<file path="src/hw/rtl/hill_pkg.sv">
`timescale 1ns / 1ps

package hill_pkg;

  localparam int HILL_MAX_BLOCK = 4;
  localparam int KEY_DIM        = 4;
  localparam int LETTER_W       = 8;
  localparam int CFG_IDX_W      = 3;
  localparam int CFG_DATA_W     = 32;

  // configuration register indexes
  localparam logic [CFG_IDX_W-1:0] CFG_BLOCK_SIZE    = 3'd0;
  localparam logic [CFG_IDX_W-1:0] CFG_ALPHABET_SIZE = 3'd1;
  localparam logic [CFG_IDX_W-1:0] CFG_PAD_LETTER    = 3'd2;
  localparam logic [CFG_IDX_W-1:0] CFG_KEY_ROW_ZERO  = 3'd3;
  localparam logic [CFG_IDX_W-1:0] CFG_KEY_ROW_ONE   = 3'd4;
  localparam logic [CFG_IDX_W-1:0] CFG_KEY_ROW_TWO   = 3'd5;
  localparam logic [CFG_IDX_W-1:0] CFG_KEY_ROW_THREE = 3'd6;

  localparam logic [2:0]          RST_BLOCK_SIZE    = 3'd2;
  localparam logic [LETTER_W-1:0] RST_ALPHABET_SIZE = 8'd27;
  localparam logic [LETTER_W-1:0] RST_PAD_LETTER    = 8'd26;

  typedef struct packed {
    logic [LETTER_W-1:0] letter;
    logic                message_end;
  } in_word_t;

  typedef struct packed {
    logic [LETTER_W-1:0] code;
    logic                last;
  } out_word_t;

  typedef enum logic [1:0] {
    ST_IDLE,
    ST_MAC,
    ST_MOD,
    ST_EMIT
  } state_t;

endpackage

</file>
<file path="src/hw/rtl/hill_cipher_encrypt_top.sv">
`timescale 1ns / 1ps

// Hill cipher encryptor. Letters are buffered until a block of block_size
// letters is complete (or message_end closes it, padded with pad_letter);
// nothing is emitted for a letter that leaves the block open. A closing
// letter starts the sequencer: for each of the n cipher words, the n
// products are summed on the shared 8x8 multiply-accumulate unit, then the
// SUM_W-bit sum is reduced bit by bit on the bit-serial remainder unit
// (SUM_W = 18 at MAX_BLOCK 4), then the word is handed to the output
// register once it is free. The output register lets the sequencer run
// ahead by one word. in_ready is high only while the sequencer is idle;
// cfg_ready is always high, and registers may be written only while the
// block is idle.
module hill_cipher_encrypt_top
  import hill_pkg::*;
#(
  parameter int MAX_BLOCK = HILL_MAX_BLOCK
) (
  input  logic                  clk,
  input  logic                  rst_n,
  input  logic                  in_valid,
  output logic                  in_ready,
  input  in_word_t              in_data,
  output logic                  out_valid,
  input  logic                  out_ready,
  output out_word_t             out_data,
  input  logic                  cfg_valid,
  output logic                  cfg_ready,
  input  logic [CFG_IDX_W-1:0]  cfg_index,
  input  logic [CFG_DATA_W-1:0] cfg_data
);

  localparam int IDX_W = (MAX_BLOCK > 1) ? $clog2(MAX_BLOCK) : 1;
  localparam int CNT_W = $clog2(MAX_BLOCK + 1);
  localparam int SUM_W = 2 * LETTER_W + $clog2(MAX_BLOCK);
  localparam int BIT_W = $clog2(SUM_W);

  // configuration
  logic [2:0]            block_size_r;
  logic [LETTER_W-1:0]   alphabet_size_r;
  logic [LETTER_W-1:0]   pad_letter_r;
  logic [CFG_DATA_W-1:0] key_r [KEY_DIM];

  // sequencer and datapath
  state_t                state_r, state_nxt;
  logic [LETTER_W-1:0]   buf_r [MAX_BLOCK];
  logic [CNT_W-1:0]      fill_r, fill_nxt;
  logic [CNT_W-1:0]      pos_r, pos_nxt;
  logic                  end_r, end_nxt;
  logic [IDX_W-1:0]      z_r, z_nxt;
  logic [IDX_W-1:0]      j_r, j_nxt;
  logic [SUM_W-1:0]      acc_r, acc_nxt;
  logic [SUM_W-1:0]      div_r, div_nxt;
  logic [LETTER_W-1:0]   rem_r, rem_nxt;
  logic [BIT_W-1:0]      bit_r, bit_nxt;
  logic                  out_valid_r, out_valid_nxt;
  out_word_t             out_data_r, out_data_nxt;

  logic [CNT_W-1:0]      eff_size;
  logic [CNT_W-1:0]      size_m1;
  logic [CNT_W-1:0]      pos_in;
  logic                  in_fire;
  logic                  open_block;
  logic                  buf_we;
  logic [LETTER_W-1:0]   vec_val;
  logic [LETTER_W-1:0]   key_val;
  logic [1:0]            key_row;
  logic [1:0]            key_col;
  logic [2*LETTER_W-1:0] prod;
  logic [SUM_W-1:0]      acc_sum;
  logic [LETTER_W:0]     rem_try;
  logic [LETTER_W:0]     rem_sub;
  logic                  out_free;
  logic                  last_col;
  logic                  last_row;

  always_comb begin
    if (block_size_r == 3'd0) begin
      eff_size = CNT_W'(1);
    end else if (int'(block_size_r) > MAX_BLOCK) begin
      eff_size = CNT_W'(MAX_BLOCK);
    end else begin
      eff_size = CNT_W'(block_size_r);
    end
  end

  assign in_ready   = (state_r == ST_IDLE);
  assign size_m1    = eff_size - CNT_W'(1);
  assign pos_in     = (fill_r > size_m1) ? size_m1 : fill_r;
  assign in_fire    = in_valid && in_ready;
  assign open_block = (pos_in < size_m1) && !in_data.message_end;
  assign buf_we     = in_fire;
  assign last_col   = (CNT_W'(j_r) == size_m1);
  assign last_row   = (CNT_W'(z_r) == size_m1);
  assign out_free   = !out_valid_r || out_ready;

  // row vector entry z: buffered letters up to the closing one, then pad
  assign vec_val = (CNT_W'(z_r) <= pos_r) ? buf_r[z_r] : pad_letter_r;

  // key entries outside the 4x4 register set read as zero
  always_comb begin
    key_row = 2'(z_r);
    key_col = 2'(j_r);
    if (int'(z_r) < KEY_DIM && int'(j_r) < KEY_DIM) begin
      key_val = key_r[key_row][LETTER_W*key_col +: LETTER_W];
    end else begin
      key_val = '0;
    end
  end

  assign prod    = vec_val * key_val;
  assign acc_sum = acc_r + SUM_W'(prod);

  // one restoring step of the remainder
  assign rem_try = {rem_r, div_r[SUM_W-1]};
  assign rem_sub = rem_try - {1'b0, alphabet_size_r};

  // next state
  always_comb begin
    state_nxt = state_r;
    case (state_r)
      ST_IDLE: begin
        if (in_fire && !open_block) begin
          state_nxt = ST_MAC;
        end
      end
      ST_MAC: begin
        if (last_row) begin
          state_nxt = ST_MOD;
        end
      end
      ST_MOD: begin
        if (bit_r == '0) begin
          state_nxt = ST_EMIT;
        end
      end
      ST_EMIT: begin
        if (out_free) begin
          state_nxt = last_col ? ST_IDLE : ST_MAC;
        end
      end
      default: state_nxt = ST_IDLE;
    endcase
  end

  // datapath and outputs
  always_comb begin
    fill_nxt      = fill_r;
    pos_nxt       = pos_r;
    end_nxt       = end_r;
    z_nxt         = z_r;
    j_nxt         = j_r;
    acc_nxt       = acc_r;
    div_nxt       = div_r;
    rem_nxt       = rem_r;
    bit_nxt       = bit_r;
    out_valid_nxt = out_valid_r;
    out_data_nxt  = out_data_r;

    if (out_valid_r && out_ready) begin
      out_valid_nxt = 1'b0;
    end

    case (state_r)
      ST_IDLE: begin
        if (in_fire) begin
          if (open_block) begin
            fill_nxt = pos_in + CNT_W'(1);
          end else begin
            fill_nxt = '0;
            pos_nxt  = pos_in;
            end_nxt  = in_data.message_end;
            z_nxt    = '0;
            j_nxt    = '0;
            acc_nxt  = '0;
          end
        end
      end
      ST_MAC: begin
        acc_nxt = acc_sum;
        z_nxt   = z_r + IDX_W'(1);
        if (last_row) begin
          div_nxt = acc_sum;
          rem_nxt = '0;
          bit_nxt = BIT_W'(SUM_W - 1);
        end
      end
      ST_MOD: begin
        div_nxt = {div_r[SUM_W-2:0], 1'b0};
        bit_nxt = bit_r - BIT_W'(1);
        rem_nxt = rem_sub[LETTER_W] ? rem_try[LETTER_W-1:0] : rem_sub[LETTER_W-1:0];
      end
      ST_EMIT: begin
        if (out_free) begin
          out_valid_nxt     = 1'b1;
          // modulus zero yields zero
          out_data_nxt.code = (alphabet_size_r == '0) ? '0 : rem_r;
          out_data_nxt.last = end_r && last_col;
          j_nxt             = j_r + IDX_W'(1);
          z_nxt             = '0;
          acc_nxt           = '0;
        end
      end
      default: ;
    endcase
  end

  assign out_valid = out_valid_r;
  assign out_data  = out_data_r;
  assign cfg_ready = 1'b1;

  always_ff @(posedge clk) begin
    if (!rst_n) begin
      block_size_r    <= RST_BLOCK_SIZE;
      alphabet_size_r <= RST_ALPHABET_SIZE;
      pad_letter_r    <= RST_PAD_LETTER;
      for (int i = 0; i < KEY_DIM; i++) begin
        key_r[i] <= '0;
      end
    end else if (cfg_valid && cfg_ready) begin
      case (cfg_index)
        CFG_BLOCK_SIZE:    block_size_r    <= cfg_data[2:0];
        CFG_ALPHABET_SIZE: alphabet_size_r <= cfg_data[LETTER_W-1:0];
        CFG_PAD_LETTER:    pad_letter_r    <= cfg_data[LETTER_W-1:0];
        CFG_KEY_ROW_ZERO:  key_r[0]        <= cfg_data;
        CFG_KEY_ROW_ONE:   key_r[1]        <= cfg_data;
        CFG_KEY_ROW_TWO:   key_r[2]        <= cfg_data;
        CFG_KEY_ROW_THREE: key_r[3]        <= cfg_data;
        default: ;
      endcase
    end
  end

  always_ff @(posedge clk) begin
    if (!rst_n) begin
      state_r     <= ST_IDLE;
      fill_r      <= '0;
      out_valid_r <= 1'b0;
    end else begin
      state_r     <= state_nxt;
      fill_r      <= fill_nxt;
      out_valid_r <= out_valid_nxt;
    end
  end

  always_ff @(posedge clk) begin
    pos_r      <= pos_nxt;
    end_r      <= end_nxt;
    z_r        <= z_nxt;
    j_r        <= j_nxt;
    acc_r      <= acc_nxt;
    div_r      <= div_nxt;
    rem_r      <= rem_nxt;
    bit_r      <= bit_nxt;
    out_data_r <= out_data_nxt;
    if (buf_we) begin
      buf_r[IDX_W'(pos_in)] <= in_data.letter;
    end
  end

endmodule

</file>
<file path="config.mk">
export PLATFORM = sky130hd
export DESIGN_NAME = hill_cipher_encrypt_top
export DESIGN_NICKNAME = d
export VERILOG_FILES = /design/src/hw/rtl/hill_pkg.sv /design/src/hw/rtl/hill_cipher_encrypt_top.sv
export SDC_FILE = /design/constraint.sdc
export NUM_CORES = 1
export LEC_CHECK = 0
export BUFFER_PORTS_ARGS = -buffer_cell sky130_fd_sc_hd__buf_2
export CAP_MARGIN = 20
export CORE_ASPECT_RATIO = 0.5
export CORE_UTILIZATION = 55
export DETAILED_ROUTE_END_ITERATION = 12
export PLACE_DENSITY = 0.74
export SYNTH_ARGS = -nofsm -noshare
export SYNTH_HDL_FRONTEND = slang
export SYNTH_SLANG_ARGS = --single-unit
</file>
<file path="constraint.sdc">
create_clock -name clk -period 5.24 [get_ports clk]
set_input_delay 0.262 -clock clk [delete_from_list [all_inputs] [get_ports clk]]
set_output_delay 0.262 -clock clk [all_outputs]
set_load 0.03 [all_outputs]
</file>
# == Word-level counts from Yosys, hierarchy flattened ==
# Memories as Yosys holds them, arrays and structs flattened. A register that Yosys moved wholly into a read port is not among the register bits.
# Cells that the tools add are included.
# word_totals
regBits,91
latchBits,0
mem_bits_rw,160
mem_bits_ro,0
output_inout_bits,12
wordCells,136
memories,2
# mem_list
name,depth,width,read_ports,rd_ports_with_merged_regs,wr,line_no,source
key_r,4,32,1,1,4,hill_cipher_encrypt_top.sv:42,logic [CFG_DATA_W-1:0] key_r [KEY_DIM];
buf_r,4,8,1,1,1,hill_cipher_encrypt_top.sv:46,logic [LETTER_W-1:0] buf_r [MAX_BLOCK];
# op_classes
add_sub_neg,7
multipliers,1
div_mod_pow,0
order_cmp,4
eq_ne,17
n_shift,1
mux,56
bitwise,5
n_reduce_logical,27
# op_table
operator,n
32-bit 2-to-1 mux,4
18-bit 2-to-1 mux,4
18-bit case mux with 3 select lines,1
18-bit case mux with 2 select lines,1
32-bit by 6-bit indexed part select with 8-bit output,1
8-bit 2-to-1 mux,3
1-bit 2-to-1 mux,23
2-bit 2-to-1 mux,10
18-bit by 16-bit adder with 18-bit output,1
8-bit by 8-bit multiplier with 16-bit output,1
8-bit case mux with 2 select lines,1
3-bit 2-to-1 mux,4
2-bit AND reduction,6
4-bit AND reduction,3
5-bit case mux with 2 select lines,1
3-bit == test (second input constant),3
9-bit by 8-bit subtractor with 9-bit output,1
8-bit logical NOT,1
2-bit != test (second input constant),4
2-bit case mux with 4 select lines,1
2-bit by 3-bit == test with 1-bit output,2
3-bit by 2-bit == test with 1-bit output (second input constant),2
3-bit logical NOT,2
2-bit case mux with 3 select lines,1
other kinds (24),37

# == Depth between registers and ports, before layout ==
# logic_depth
depth_word,12
depth_mapped,22
mapped_depth_nobuf,22

# == Worst setup path after synthesis ==
# Ideal clock, no wire load.
# synth_path
path_type,register -> register
startpoint,"reg z_r[1], in the netlist key_row[1]"
endpoint,reg div_r[17] (data pin)
setup_ns,0.260
arrival_time_ns,5.408
required_ns,4.980
setup_slack_ns,-0.427
stages_incl_launch_ff,19
n_path_buf,0
synth_period_minus_slack_ns,5.667
cell_sequence,edfxtp_1 ha_1 nor2b_1 o21ai_2 mux2i_1 nor2_1 fa_1 fa_1 fa_1 inv_1 fa_1 inv_1 ha_1 and3_1 o211ai_1 a31o_2 o31ai_1 xnor2_1 mux2_2
# synth_via
elab_chain_len,6
# synth_rtl
item,line_no,source
from (decl),hill_cipher_encrypt_top.sv:50,"logic [IDX_W-1:0] z_r, z_nxt;"
from (signal assigned),hill_cipher_encrypt_top.sv:249,z_r <= z_nxt;
2-bit by 3-bit <= comparator with 1-bit output,hill_cipher_encrypt_top.sv:98,assign vec_val = (CNT_W'(z_r) <= pos_r) ? buf_r[z_r] : pad_letter_r;
8-bit 2-to-1 mux,hill_cipher_encrypt_top.sv:98,
8-bit by 8-bit multiplier with 16-bit output,hill_cipher_encrypt_top.sv:111,assign prod = vec_val * key_val;
18-bit by 16-bit adder with 18-bit output,hill_cipher_encrypt_top.sv:112,assign acc_sum = acc_r + SUM_W'(prod);
18-bit 2-to-1 mux,hill_cipher_encrypt_top.sv:182,if (last_row) begin
18-bit case mux with 2 select lines,hill_cipher_encrypt_top.sv:164,case (state_r)
net div_nxt[17],hill_cipher_encrypt_top.sv:53,"logic [SUM_W-1:0] div_r, div_nxt;"
to (signal assigned),hill_cipher_encrypt_top.sv:252,div_r <= div_nxt;
to (decl),hill_cipher_encrypt_top.sv:53,
# The timed path passes the listed nets, and every way through them passes these cells. The select of a mux whose other input is x is not followed.
# A chain may end at the register's enable or synchronous reset.

==> results.yml <==
cells_and_area:
  n_antenna_cell: 0
  multi_input_area_um2: 6720
  area_growth_pct: 19.8
  nNetsFinal: 1431
  register_area_um2: 7330
  final_core_util_pct: 67.1
  nFillCells: 1747
  drive_gt1_share_pct: 26.5
clock_network:
  clock_latency_ns: 0.55
  clk_pin_slew_ns: 0.07
  cts_inserted_buffers: 24
  cts-htree-levels: 1
  cts_sinks: 253
  cts_tree: "done"
  root_buffer: "clkbuf_16"
  clockBufferDepth: 3
global_routing:
  grt_pass1_wl_um: 49600
  antenna_found_initial: 1
  grt_pass1_vias: 9135
  overflow: 0
  track_usage_pct: 24.5
  grt_max_degree: 38
setup_path:
  path_cells: "buf_12, buf_12, mux4_2, mux2i_2, nand2_1, o21ai_4, buf_4, nor2_1, fa_1, fa_2, fa_1, inv_1, fa_1, inv_2, ha_4, and3_4, o211ai_1, a31o_2, o31ai_4, xnor2_1, mux2_4"
  crit_family: "adder cells"
  worstPathMaxFanout: 6
  critPathRequiredTime_ns: 5.53
  rrSetupSlack_ns: -0.29
  crit_top_cell: "fa_1"
  end_kind: "register"
  setup.worst_path.class: "reg2reg"
  worstPathBufferInverterCount: 5
  cp_slowest_cell: "fa_1"
  critPathLaunchType: "register"
  arrival_ns: 5.82
  cp_slowest_stage_delay_ns: 0.53
timing:
  worst_pin_slew_ns: 0.808
  tns_ns: -3.36
  whs_ns: 0.0139
  clock_skew_ns: 0.0249
  final-setup-viol-count: 20
  max_freq_ghz: 0.181
  fin_crit_sh_pct: 106
  finalHoldViolations: 0
  drv_slew: 0
  maxSlewHeadroom_pct: 46.1
  min_period_ns: 5.53
  rsz0062_at_grt: "true"
  setup_ws_ns: -0.293
yosys:
  synth_area_um2: 14100
  avgSynthCellArea_um2: 12.5
  synth_cell_types: 63
  syn-num-nets: 1296
  synthArstFlopShare_pct: 0
  synth-seq-cells: 253
  synth-main-ff-cell: "edfxtp_1"
  seq_area_frac_synth_pct: 51.9
  synth_area_leaders: "edfxtp_1 (48%), fa_1 (7.2%), mux4_2 (6.7%)"
  yosysWarnings: 0
  yosysTopAreaCell: "edfxtp_1"
  synth_edf_count: 226
  synth_top_area_share_pct: 48.1
  synthCells: 1131
floorplan:
  start_util_pct: 56.1
  io_pins: 61
  rows: 41
  die_w_um: 229
  die_h_um: 115
  core_um2: 25200
  dieArea_um2: 26400
placed_design:
  dp_slack_ns: -0.365
  gp_congestion: 0.884
  port-buffer-count: 59
  dp_hpwl_um: 21700
route:
  drtPass1Iterations: 5
  via_per_inst: 5.56
  finalWirelength_um: 31800
  vias: 9044
  route.detailed.drc: 0
  wl_per_cell_um: 19.5
  drt_iter0_markers: 686
  ant_nets: 0
run_status:
  violations: "setup timing"
  status: "finished, violations left"
min_path:
  min_path_type: "in2reg"
job:
  max_cap_violations: 0
-- per-layer routing --
layer	vias up	global-route usage, %	wire [um]
met2	242	40.6	15100
met3	48	4.41	1750
met1	4545	34.1	14200
met4	0	6.13	694
met5	-	0	0
li1	4209	-	-
-- synthesized netlist by cell type, drive strengths merged (2+ instances only) --
| cell | count |
|---|---|
| xnor2 | 14 |
| nor2 | 81 |
| and3 | 8 |
| a211o | 2 |
| o31ai | 9 |
| clkbuf | 24 |
| nand3 | 10 |
| and2 | 143 |
| mux2 | 12 |
| nor4 | 4 |
| or3 | 6 |
| nand2 | 70 |
| a21boi | 2 |
| xor2 | 11 |
| o22a | 2 |
| a21oi | 36 |
| mux4 | 42 |
| o31a | 3 |
| edfxtp | 226 |
| inv | 123 |
| nand3b | 2 |
| fa | 51 |
| o21ai | 27 |
| nor2b | 12 |
| o211ai | 8 |
| o21a | 5 |
| buf | 16 |
| o41ai | 5 |
| nand2b | 23 |
| o311a | 2 |
| nor3 | 7 |
| clkinv | 2 |
| a21o | 5 |
| ha | 65 |
| dfxtp | 27 |
| mux2i | 19 |
| or2 | 12 |
-- registers in the layout, summed over array words and instances, names as in the netlist, named ones only --
register         flops
acc_r               18
alphabet_size_r      8
bit_r                5
block_size_r         3
buf_r               32
div_r               18
end_r                1
fill_r               3
j_r                  2
key_r              128
key_row              2
out_data             9
out_valid            1
pad_letter_r         8
pos_r                3
rem_r                8
state_r              2
-- placed cells by master (no fill, tap or decap), types with 25 or more instances in the layout --
master / n
mux4_2: 42
a21oi_1: 26
and2_1: 142
buf_4: 62
buf_2: 59
fa_1: 47
nor2_1: 70
dfxtp_1: 25
edfxtp_1: 226
ha_1: 52
inv_1: 112
nand2_1: 68
-- metrics by stage --
stage	instances	area, um^2
final	1628	16900
after global routing	1628	16900
after CTS	1625	16700
after detailed placement	1564	15600
after global placement	1564	15600
after floorplan	1131	14400
-- cell type report --
| cell class | instances | share of cell area [%] |
|---|---|---|
| Sequential cell | 253 | 43.4 |
| Clock buffer | 26 | 3.71 |
| Multi-Input combinational cell | 713 | 39.8 |
| Tap cell | 344 | 2.55 |
| Clock inverter | 18 | 1.04 |
| Timing Repair Buffer | 149 | 6.81 |
| Inverter | 125 | 2.77 |
-- kinds of logic (layout without fill, tap and decap cells) --
kind of cell               Yosys count  in the layout  share of synthesized area, %
and+or+nand+nor                    380            380                          14.2
buffers and inverters              165            318                          4.67
adders and majority gates          116            116                          13.0
other                                1              1                        0.0266
AOI/OAI and AO/OA                  118            118                          5.68
DFF                                253            253                          51.9
muxes                               73             73                          9.00
xor gates and xnor gates            25             25                          1.55
-- final timing paths --
path,from,end,cells after the start
hold reg to reg,pad_letter_r[0],pad_letter_r[0],2
hold / removal,cfg_data[30],key_r[2][30],2
setup / recovery,register,div_r[17],21
setup reg to reg,register,div_r[17],21
-- worst reg2reg max path, delay by kind of cell, from the launching register on --
kind	cells	cell delay [ns]
compound gates	4	0.65
buf+inv	5	0.53
flops	1	0.41
mux	3	0.97
fa+ha+maj	5	2.24
simple gates	3	0.36
xor+xnor	1	0.11
-- repair_timing --
| item | CTS | global route |
|---|---|---|
| hold buffers | 9 | 0 |
| buffers inserted | 7 | 4 |
| endpoints found under the hold margin | 33 | 0 |
| setup endpoints to repair | 20 | 23 |
| pin swaps | 26 | 45 |
| resized for setup | 37 | 35 |
| gates cloned | 1 | 0 |
Power is left out: the tool's default activity adds up to more than one toggle a clock period on the data nets, which glitch-free logic cannot reach.
